--- config.mk ---
export PLATFORM = sky130hd
export DESIGN_NAME = multi_camera_trigger_sequencer_top
export DESIGN_NICKNAME = d
export VERILOG_FILES = /design/src/rtl/mcts_pkg.sv /design/src/rtl/multi_camera_trigger_sequencer_top.sv /design/src/rtl/mcts_cfg_regs.sv /design/src/rtl/mcts_core.sv
export VERILOG_INCLUDE_DIRS = /design/src /design/src/rtl
export SDC_FILE = /design/constraint.sdc
export NUM_CORES = 1
export LEC_CHECK = 0
export ABC_AREA = 1
export BUFFER_PORTS_ARGS = -buffer_cell sky130_fd_sc_hd__clkbuf_2
export CAP_MARGIN = 20
export CORE_UTILIZATION = 35
export CTS_BUF_LIST = sky130_fd_sc_hd__clkbuf_2
export CTS_CLUSTER_SIZE = 10
export DETAILED_ROUTE_END_ITERATION = 12
export PLACE_DENSITY = 0.62
export SLEW_MARGIN = 10
export SYNTH_ARGS = -nofsm -noshare
export SYNTH_HDL_FRONTEND = slang
export SYNTH_SLANG_ARGS = --single-unit
--- constraint.sdc ---
create_clock -name i_clk -period 7.55 [get_ports i_clk]
set_clock_uncertainty 0.05 [all_clocks]
set_input_delay 1.1325 -clock i_clk [delete_from_list [all_inputs] [get_ports i_clk]]
set_output_delay 1.1325 -clock i_clk [all_outputs]
set_load 0.01 [all_outputs]
--- src/rtl/multi_camera_trigger_sequencer_top_defines.svh ---
// assertion macros for the trigger sequencer
`ifndef MULTI_CAMERA_TRIGGER_SEQUENCER_TOP_DEFINES_SVH
`define MULTI_CAMERA_TRIGGER_SEQUENCER_TOP_DEFINES_SVH

// same-cycle implication, checked outside reset
`define MCTS_ASSERT_NOW(label, ante, cons, msg) \
    label: assert property (@(posedge i_clk) disable iff (!i_rst_n) (ante) |-> (cons)) \
        else $error(msg);

// next-cycle implication, checked outside reset
`define MCTS_ASSERT_NEXT(label, ante, cons, msg) \
    label: assert property (@(posedge i_clk) disable iff (!i_rst_n) (ante) |=> (cons)) \
        else $error(msg);

`endif

--- src/rtl/mcts_pkg.sv ---
// types, constants and helpers shared by the trigger sequencer modules
package mcts_pkg;

    localparam int NUM_CAMERAS_DEF = 5;
    localparam int CAM_LINES       = 5;
    localparam int TICK_W          = 16;
    localparam int CFG_IDX_W       = 3;
    localparam int CAM_IDX_W       = 3;
    localparam int PHASE_W         = 4;

    localparam logic [TICK_W-1:0] TICK_MAX = '1;

    localparam logic [TICK_W-1:0] RST_STARTUP_HOLD = 16'd3000;
    localparam logic [TICK_W-1:0] RST_PULSE        = 16'd100;
    localparam logic [TICK_W-1:0] RST_SETTLE       = 16'd2000;
    localparam logic [TICK_W-1:0] RST_STAGGER      = 16'd500;
    localparam logic [TICK_W-1:0] RST_GUARD        = 16'd200;
    localparam logic [TICK_W-1:0] RST_RESP_TIMEOUT = 16'd1000;
    localparam logic [TICK_W-1:0] RST_TRIG_MIN     = 16'd1700;
    localparam logic [TICK_W-1:0] RST_TRIG_MAX     = 16'd2000;

    typedef enum logic [PHASE_W-1:0] {
        PH_HOLD          = 4'd0,
        PH_JOINT_PULSE   = 4'd1,
        PH_SETTLE        = 4'd2,
        PH_STAGGER_GAP   = 4'd3,
        PH_STAGGER_PULSE = 4'd4,
        PH_FINAL_GAP     = 4'd5,
        PH_ARMED         = 4'd6,
        PH_CAPTURE       = 4'd7,
        PH_RECORD        = 4'd8,
        PH_WAIT_END      = 4'd9
    } t_phase;

    typedef enum logic [CFG_IDX_W-1:0] {
        CFG_STARTUP_HOLD = 3'd0,
        CFG_PULSE        = 3'd1,
        CFG_SETTLE       = 3'd2,
        CFG_STAGGER      = 3'd3,
        CFG_GUARD        = 3'd4,
        CFG_RESP_TIMEOUT = 3'd5,
        CFG_TRIG_MIN     = 3'd6,
        CFG_TRIG_MAX     = 3'd7
    } t_cfg_idx;

    typedef enum logic {
        REP_STARTUP = 1'b0,
        REP_CAPTURE = 1'b1
    } t_rep_kind;

    typedef struct packed {
        logic [TICK_W-1:0] startup_hold_ticks;
        logic [TICK_W-1:0] pulse_ticks;
        logic [TICK_W-1:0] settle_ticks;
        logic [TICK_W-1:0] stagger_ticks;
        logic [TICK_W-1:0] guard_ticks;
        logic [TICK_W-1:0] response_timeout_ticks;
        logic [TICK_W-1:0] trig_width_min;
        logic [TICK_W-1:0] trig_width_max;
    } t_cfg;

    typedef struct packed {
        logic [CAM_LINES-1:0] shutter_drive;
        logic [PHASE_W-1:0]   phase;
        logic                 report_valid;
        logic                 report_kind;
        logic [CAM_LINES-1:0] report_flags;
    } t_result;

    // cameras beyond the physical lines are stepped through but never driven
    function automatic logic [CAM_LINES-1:0] cam_mask(input int n);
        return CAM_LINES'(((1 << n) - 1) & ((1 << CAM_LINES) - 1));
    endfunction

    function automatic logic [CAM_LINES-1:0] cam_bit(input logic [CAM_IDX_W-1:0] idx);
        logic [CAM_LINES-1:0] bit_sel;
        bit_sel = '0;
        if (32'(idx) < CAM_LINES) begin
            bit_sel = CAM_LINES'(1) << idx;
        end
        return bit_sel;
    endfunction

endpackage

--- src/rtl/multi_camera_trigger_sequencer_top.sv ---
// a tick transfer is first taken into the input register, then stepped through the
//   phase logic into the result register once that register frees up
// throughput: one tick transfer per cycle unless the result channel stalls, set by
//   one input register feeding one step of the phase logic into the result register
// the input stage takes a new tick while a finished result still waits downstream
// reset (synchronous, active low): phase to startup hold, counters, drive and
//   answer flags cleared, configuration back to its defaults, both stages empty
`include "multi_camera_trigger_sequencer_top_defines.svh"

module multi_camera_trigger_sequencer_top
    import mcts_pkg::*;
#(
    parameter int NUM_CAMERAS = NUM_CAMERAS_DEF
)
(
    input  logic                 i_clk,
    input  logic                 i_rst_n,
    // configuration write port
    input  logic                 i_cfg_we,
    input  logic [CFG_IDX_W-1:0] i_cfg_index,
    input  logic [TICK_W-1:0]    i_cfg_data,
    // tick channel
    input  logic                 i_in_valid,
    output logic                 o_in_ready,
    input  logic [TICK_W-1:0]    i_trig_width,
    input  logic [CAM_LINES-1:0] i_cam_answer,
    // result channel
    output logic                 o_out_valid,
    input  logic                 i_out_ready,
    output logic [CAM_LINES-1:0] o_shutter_drive,
    output logic [PHASE_W-1:0]   o_phase,
    output logic                 o_report_valid,
    output logic                 o_report_kind,
    output logic [CAM_LINES-1:0] o_report_flags
);

    localparam logic [CAM_LINES-1:0] CamMask = cam_mask(NUM_CAMERAS);

    t_cfg                 cfg;
    t_result              step_result;

    // input stage
    logic                 r_in_valid;
    logic [TICK_W-1:0]    r_trig_width;
    logic [CAM_LINES-1:0] r_cam_answer;

    // result stage
    logic                 r_out_valid;
    t_result              r_result;

    logic                 advance;

    // the held tick steps the sequencer whenever the result register frees up
    assign advance    = r_in_valid && (!r_out_valid || i_out_ready);
    assign o_in_ready = !r_in_valid || advance;

    mcts_cfg_regs u_cfg_regs (
        .i_clk       (i_clk),
        .i_rst_n     (i_rst_n),
        .i_cfg_we    (i_cfg_we),
        .i_cfg_index (i_cfg_index),
        .i_cfg_data  (i_cfg_data),
        .o_cfg       (cfg)
    );

    mcts_core #(
        .NUM_CAMERAS (NUM_CAMERAS)
    ) u_core (
        .i_clk        (i_clk),
        .i_rst_n      (i_rst_n),
        .i_step       (advance),
        .i_trig_width (r_trig_width),
        .i_cam_answer (r_cam_answer),
        .i_cfg        (cfg),
        .o_result     (step_result)
    );

    // input register: control reset, payload loaded on transfer
    always_ff @(posedge i_clk) begin
        if (!i_rst_n) begin
            r_in_valid <= 1'b0;
        end else if (o_in_ready) begin
            r_in_valid <= i_in_valid;
        end
    end

    always_ff @(posedge i_clk) begin
        if (i_in_valid && o_in_ready) begin
            r_trig_width <= i_trig_width;
            r_cam_answer <= i_cam_answer;
        end
    end

    // result register: filled on each step, emptied on transfer out
    always_ff @(posedge i_clk) begin
        if (!i_rst_n) begin
            r_out_valid <= 1'b0;
        end else if (advance) begin
            r_out_valid <= 1'b1;
        end else if (i_out_ready) begin
            r_out_valid <= 1'b0;
        end
    end

    always_ff @(posedge i_clk) begin
        if (advance) begin
            r_result <= step_result;
        end
    end

    assign o_out_valid     = r_out_valid;
    assign o_shutter_drive = r_result.shutter_drive;
    assign o_phase         = r_result.phase;
    assign o_report_valid  = r_result.report_valid;
    assign o_report_kind   = r_result.report_kind;
    assign o_report_flags  = r_result.report_flags;

    // reports only come out of the last staggered pulse or the record step
    `MCTS_ASSERT_NOW(a_report_phase, o_out_valid && o_report_valid, (o_phase == PH_FINAL_GAP) || (o_phase == PH_WAIT_END), "report outside final gap or wait-end phase")
    // a capture record always lands in the wait-for-trigger-end phase
    `MCTS_ASSERT_NOW(a_capture_kind, o_out_valid && (o_report_kind == REP_CAPTURE), o_report_valid && (o_phase == PH_WAIT_END), "capture record kind without a capture report")
    // shutters of absent cameras are never pulled
    `MCTS_ASSERT_NOW(a_drive_mask, o_out_valid, (o_shutter_drive & ~CamMask) == '0, "shutter driven outside the camera mask")
    // a stalled result with a waiting tick keeps the tick held in the input stage
    `MCTS_ASSERT_NEXT(a_in_hold, r_in_valid && r_out_valid && !i_out_ready, r_in_valid, "input stage dropped a tick while stalled")

endmodule

--- src/rtl/mcts_cfg_regs.sv ---
// configuration register file of the trigger sequencer
module mcts_cfg_regs
    import mcts_pkg::*;
(
    input  logic                 i_clk,
    input  logic                 i_rst_n,
    input  logic                 i_cfg_we,
    input  logic [CFG_IDX_W-1:0] i_cfg_index,
    input  logic [TICK_W-1:0]    i_cfg_data,
    output t_cfg                 o_cfg
);

    t_cfg r_cfg;

    always_ff @(posedge i_clk) begin
        if (!i_rst_n) begin
            r_cfg.startup_hold_ticks     <= RST_STARTUP_HOLD;
            r_cfg.pulse_ticks            <= RST_PULSE;
            r_cfg.settle_ticks           <= RST_SETTLE;
            r_cfg.stagger_ticks          <= RST_STAGGER;
            r_cfg.guard_ticks            <= RST_GUARD;
            r_cfg.response_timeout_ticks <= RST_RESP_TIMEOUT;
            r_cfg.trig_width_min         <= RST_TRIG_MIN;
            r_cfg.trig_width_max         <= RST_TRIG_MAX;
        end else if (i_cfg_we) begin
            unique case (t_cfg_idx'(i_cfg_index))
                CFG_STARTUP_HOLD: r_cfg.startup_hold_ticks     <= i_cfg_data;
                CFG_PULSE:        r_cfg.pulse_ticks            <= i_cfg_data;
                CFG_SETTLE:       r_cfg.settle_ticks           <= i_cfg_data;
                CFG_STAGGER:      r_cfg.stagger_ticks          <= i_cfg_data;
                CFG_GUARD:        r_cfg.guard_ticks            <= i_cfg_data;
                CFG_RESP_TIMEOUT: r_cfg.response_timeout_ticks <= i_cfg_data;
                CFG_TRIG_MIN:     r_cfg.trig_width_min         <= i_cfg_data;
                CFG_TRIG_MAX:     r_cfg.trig_width_max         <= i_cfg_data;
            endcase
        end
    end

    assign o_cfg = r_cfg;

endmodule

--- src/rtl/mcts_core.sv ---
// sequencer state and per-tick step logic
module mcts_core
    import mcts_pkg::*;
#(
    parameter int NUM_CAMERAS = NUM_CAMERAS_DEF
)
(
    input  logic                 i_clk,
    input  logic                 i_rst_n,
    input  logic                 i_step,
    input  logic [TICK_W-1:0]    i_trig_width,
    input  logic [CAM_LINES-1:0] i_cam_answer,
    input  t_cfg                 i_cfg,
    output t_result              o_result
);

    localparam logic [CAM_LINES-1:0]   CamMask = cam_mask(NUM_CAMERAS);
    localparam logic [CAM_IDX_W:0]     CamCount = (CAM_IDX_W+1)'(NUM_CAMERAS);

    t_phase               r_phase, n_phase;
    logic [TICK_W-1:0]    r_elapsed, n_elapsed;
    logic [CAM_IDX_W-1:0] r_cam_index, n_cam_index;
    logic [CAM_LINES-1:0] r_cam_active, n_cam_active;
    logic [CAM_LINES-1:0] r_answered, n_answered;
    logic [CAM_LINES-1:0] r_drive, n_drive;

    logic                 rep_valid;
    logic                 rep_kind;
    logic [CAM_LINES-1:0] rep_flags;

    logic [TICK_W-1:0]    elapsed_inc;
    logic                 hold_done, pulse_done, settle_done, stagger_done;
    logic                 in_win, trig_ok, timed_out;
    logic [CAM_IDX_W:0]   stag_next;
    logic                 stag_last;
    logic [CAM_LINES-1:0] cur_bit, hit, rest;

    // saturating tick count, then the per-phase conditions
    assign elapsed_inc  = (r_elapsed != TICK_MAX) ? r_elapsed + 1'b1 : r_elapsed;
    assign hold_done    = elapsed_inc >= i_cfg.startup_hold_ticks;
    assign pulse_done   = elapsed_inc >= i_cfg.pulse_ticks;
    assign settle_done  = elapsed_inc >= i_cfg.settle_ticks;
    assign stagger_done = elapsed_inc >= i_cfg.stagger_ticks;
    assign timed_out    = elapsed_inc >= i_cfg.response_timeout_ticks;
    assign in_win       = (i_trig_width >= i_cfg.trig_width_min) &&
                          (i_trig_width <= i_cfg.trig_width_max);
    assign trig_ok      = (elapsed_inc > i_cfg.guard_ticks) && in_win;
    assign stag_next    = {1'b0, r_cam_index} + {{CAM_IDX_W{1'b0}}, pulse_done};
    assign stag_last    = stag_next >= CamCount;
    assign cur_bit      = cam_bit(r_cam_index);
    assign hit          = r_cam_active & i_cam_answer;
    assign rest         = r_cam_active & ~i_cam_answer;

    // next phase
    always_comb begin
        n_phase = r_phase;
        unique case (r_phase)
            PH_HOLD:          if (hold_done) n_phase = PH_JOINT_PULSE;
            PH_JOINT_PULSE:   if (pulse_done) n_phase = PH_SETTLE;
            PH_SETTLE:        if (settle_done) n_phase = PH_STAGGER_GAP;
            PH_STAGGER_GAP:   if (stagger_done) n_phase = PH_STAGGER_PULSE;
            PH_STAGGER_PULSE: begin
                if (stag_last) begin
                    n_phase = PH_FINAL_GAP;
                end else if (pulse_done) begin
                    n_phase = PH_STAGGER_GAP;
                end
            end
            PH_FINAL_GAP:     if (stagger_done) n_phase = PH_ARMED;
            PH_ARMED:         if (trig_ok) n_phase = PH_CAPTURE;
            PH_CAPTURE:       if (r_cam_active == '0) n_phase = PH_RECORD;
            PH_RECORD:        n_phase = PH_WAIT_END;
            PH_WAIT_END:      if (!in_win) n_phase = PH_ARMED;
            default:          n_phase = r_phase;
        endcase
    end

    // datapath and report outputs
    always_comb begin
        n_elapsed    = elapsed_inc;
        n_cam_index  = r_cam_index;
        n_cam_active = r_cam_active;
        n_answered   = r_answered;
        n_drive      = r_drive;
        rep_valid    = 1'b0;
        rep_kind     = REP_STARTUP;
        rep_flags    = '0;
        unique case (r_phase)
            PH_HOLD: begin
                if (hold_done) begin
                    n_drive   = CamMask;
                    n_elapsed = '0;
                end
            end
            PH_JOINT_PULSE: begin
                if (pulse_done) begin
                    n_drive   = '0;
                    n_elapsed = '0;
                end
            end
            PH_SETTLE: begin
                if (settle_done) begin
                    n_elapsed   = '0;
                    n_cam_index = '0;
                end
            end
            PH_STAGGER_GAP: begin
                if (stagger_done) begin
                    n_drive   = r_drive | cur_bit;
                    n_elapsed = '0;
                end
            end
            PH_STAGGER_PULSE: begin
                // feedback only sampled while the pulse is still running
                if (pulse_done) begin
                    n_drive   = r_drive & ~cur_bit;
                    n_elapsed = '0;
                end else if ((i_cam_answer & cur_bit) != '0) begin
                    n_answered = r_answered | cur_bit;
                end
                n_cam_index = stag_next[CAM_IDX_W-1:0];
                if (stag_last) begin
                    rep_valid  = 1'b1;
                    rep_kind   = REP_STARTUP;
                    rep_flags  = n_answered;
                    n_answered = '0;
                    n_elapsed  = '0;
                end
            end
            PH_FINAL_GAP: begin
                if (stagger_done) begin
                    n_elapsed = '0;
                end
            end
            PH_ARMED: begin
                if (trig_ok) begin
                    n_cam_index  = '0;
                    n_cam_active = CamMask;
                    n_drive      = CamMask;
                    n_elapsed    = '0;
                end
            end
            PH_CAPTURE: begin
                if (r_cam_active != '0) begin
                    // answers release first, the timeout drops the rest unanswered
                    n_answered   = r_answered | hit;
                    n_drive      = r_drive & ~hit;
                    n_cam_active = r_cam_active & ~hit;
                    if (timed_out) begin
                        n_answered   = n_answered & ~rest;
                        n_drive      = n_drive & ~rest;
                        n_cam_active = n_cam_active & ~rest;
                    end
                end
            end
            PH_RECORD: begin
                rep_valid  = 1'b1;
                rep_kind   = REP_CAPTURE;
                rep_flags  = r_answered;
                n_answered = '0;
                n_elapsed  = '0;
            end
            PH_WAIT_END: begin
                n_elapsed = elapsed_inc;
            end
            default: begin
                n_elapsed = elapsed_inc;
            end
        endcase
    end

    always_ff @(posedge i_clk) begin
        if (!i_rst_n) begin
            r_phase      <= PH_HOLD;
            r_elapsed    <= '0;
            r_cam_index  <= '0;
            r_cam_active <= '0;
            r_answered   <= '0;
            r_drive      <= '0;
        end else if (i_step) begin
            r_phase      <= n_phase;
            r_elapsed    <= n_elapsed;
            r_cam_index  <= n_cam_index;
            r_cam_active <= n_cam_active;
            r_answered   <= n_answered;
            r_drive      <= n_drive;
        end
    end

    assign o_result.shutter_drive = n_drive;
    assign o_result.phase         = PHASE_W'(n_phase);
    assign o_result.report_valid  = rep_valid;
    assign o_result.report_kind   = rep_kind;
    assign o_result.report_flags  = rep_flags;

endmodule
==> results.md <==
* Status: completed
* Worst hold path class: input pin to flop
* Clock buffer count from CTS at 59
* Highest-count cells in the layout ignoring fill and taps: 283 x nand2_1, 255 x inv_1, 190 x a21oi_1
* Area Growth Syn to Fin at 10.9%
* RSZ-0062 raised after global routing: no
* Tot Pwr at 2320 uW
* Max VDD drop at 90.4 uV
* Gpl congestion at 0.890
* Die Span Y at ~190 um
* Max Fclk at 0.191 GHz
* # fillers at approximately 3500
* Final period utilization at just under 70%
* Mapped Avg Cell Area at 7.46 um^2
* Total gr overflow at 0
* Final TNS setup at 0 ps
* Cell area after synthesis at 12000 um^2
* Initial antenna violation count at 2
* EDFF count, synth at 37
* Register area share after synthesis at 37.4%
* Startpoint Class: flop
* Period minus WS final at 5240 ps
* Clk buf depth at 3
* Vias in the first global route at ~10000
* Initial DRC count at 658
* Crit Path Category: flop to flop
* Crit path buf inv count at 2
* CTS tree: done
* Endpoints failing setup at 0
* Initial cell density of the core at 35.6%
* GRT busiest layer: met2
* Main flop type after synthesis: dfxtp_1
* Largest net degree at the start of global routing at 74
* First-pass GRT wire length at 52.1 mm
* Clk root buf: clkbuf_2
* Cts-stage hold buffer count at 0
* Grt met1 use at around 25%
* Syn Nets at 1780
* Post_cts resized at 0
* All-layer global routing usage at 18.7%
* Post-CTS Setup Bufs at 0
* Via/cell ratio at 4.91
* WL/cell at 14.8 um
* Hold Fails Final Rpt at 0
* Yosys cell types at 44
* Normalized max-slew margin at 25.8%
* Final WL at 32.4 mm
* Register area at 4470 um^2
* CTS clk-pin slew, worst paths at 110 ps
* Area used by multi-input combinational logic at roughly 6300 um^2
* Nets at 1864
* Most common cell after layout, fill and taps aside: nand2_1
* # rows at 67
* Slew Limit Fails at 0
* DR pass1 iterations at 5
* Slew @ Worst Pin at 1110 ps
* Antenna viol nets, final at 0
* Depth of the CTS H-tree at 2
* Maximum fanout along the worst path at 16
* Syn Inst Count at 1604
* Final HPWL DP at ~23 mm
* Layout cells sized above 1 at 13.1%
* Worst path arrival time at 6060 ps
* Grt met2 use at between 20 and 30%
* #FFs+latches synth at between 200 and 250
* Worst Setup End Kind: flop
* Top delay family on crit path: simple AND/OR/NAND/NOR gates
* M3 GR Usage at 3.45%
* Synth async-reset ratio at 0%
* Pleak at 0.00624 uW
* Number of port buffers at 62
* Die Wd at 187 um
* Max incr delay on CP at 510 ps
* Sinks on Clock Net at 205
* Power Dens Cells at 175 nW/um^2
* Core ar. at approximately 34000 um^2
* Crit path required time at 8360 ps
* Io pins at 63
* Worst path slowest cell: xor2_1
* Via count at 10735
* Die area at 34900 um^2
* DRC viols at 0
* Max cap viols at 0
* Worst skew pair latency at a little over 1000 ps
* Synth warn at 0
## logic make-up after synthesis
kind of cell	count (synthesis)	synth area share (%)
compound gates	413	18.8
xor+xnor	11	0.806
fa+ha+maj	131	13.7
buf+inv	315	10.2
flops	205	37.4
simple gates	529	19.1
## registers in the layout, indices dropped and copies added (netlist names)
name,flops
u_cfg_regs.o_cfg,128
o_shutter_drive,5
u_core.r_drive,5
o_report_kind,1
o_report_flags,5
r_trig_width,16
u_core.r_phase,4
r_cam_answer,5
o_report_valid,1
o_out_valid,1
u_core.r_answered,5
u_core.r_cam_active,5
o_phase,4
r_in_valid,1
u_core.r_cam_index,3
u_core.r_elapsed,16
## synth_stat cells (3+ instances only)
cell type / count / share of area, %
nand4_1: 30 / 1.6
clkbuf_1: 42 / 1.3
o21ai_1: 7 / 0.29
o21ai_0: 153 / 6.4
nor2_2: 5 / 0.26
ha_1: 131 / 14
nor3_1: 21 / 0.88
nor2_1: 117 / 3.7
inv_2: 10 / 0.31
o21bai_1: 4 / 0.25
a21oi_1: 190 / 8.0
nand3_1: 43 / 1.8
edfxtp_1: 37 / 9.3
nand2_2: 15 / 0.78
nor3_2: 3 / 0.25
o211ai_1: 36 / 2.3
xnor2_1: 3 / 0.22
nand2_1: 283 / 8.9
o21a_1: 5 / 0.31
xor2_1: 8 / 0.59
dfxtp_1: 168 / 28
a21oi_2: 11 / 0.81
inv_1: 255 / 8.0
## path summary, 6_finish.rpt
kind,start,endpoint,slack (ps),cells past startpoint
worst max-delay path,u_core.r_elapsed[0]$_SDFFE_PN0P_,u_core.r_elapsed[11]$_SDFFE_PN0P_,2310,27
worst min-delay path,i_trig_width[1],r_trig_width[1]$_DFFE_PP_,240,1
worst max register to register,u_core.r_elapsed[0]$_SDFFE_PN0P_,u_core.r_elapsed[11]$_SDFFE_PN0P_,2310,27
worst min register to register,u_cfg_regs.o_cfg[31]$_SDFFE_PN0P_,u_cfg_regs.o_cfg[31]$_SDFFE_PN0P_,410,2
## through the flow
stage / instances / utilization [%] / hold WS, ps / area (um^2) / worst slack (ps)
after detailed placement: 2074 / 37.7 / 404 / 12700 / 2370
after global routing: 2188 / 39.5 / 144 / 13300 / 1830
after floorplan: 1604 / - / 385 / 12000 / 3290
final: 2188 / 39.5 / 239 / 13300 / 2310
after global placement: 2074 / 37.7 / 399 / 12700 / 2530
after CTS: 2185 / 39.4 / 110 / 13200 / 2240
## layer usage
metal / wire, um / up-vias
met5: 0 / -
met4: 713 / 0
met3: 1960 / 52
met2: 14200 / 275
met1: 15600 / 4898
li1: - / 5510
## report_power, final
group | internal (uW) | leakage, uW | switching (uW)
Sequential | 1160 | 0.00173 | 22.4
Combinational | 95.4 | 0.00408 | 202
Clock | 333 | 0.000432 | 512
Total | 1590 | 0.00624 | 736
## area by class of cell
cell class | count | area share, %
multi-input combinational | 1084 | 47.3
sequential | 205 | 33.7
inverter | 266 | 7.55
tap | 448 | 4.23
clock buffer | 93 | 3.51
timing repair buffer | 72 | 3.07
clock inverter | 18 | 0.623
antenna | 2 | 0.0377
Note: power is estimated with default switching activity, not from simulation.
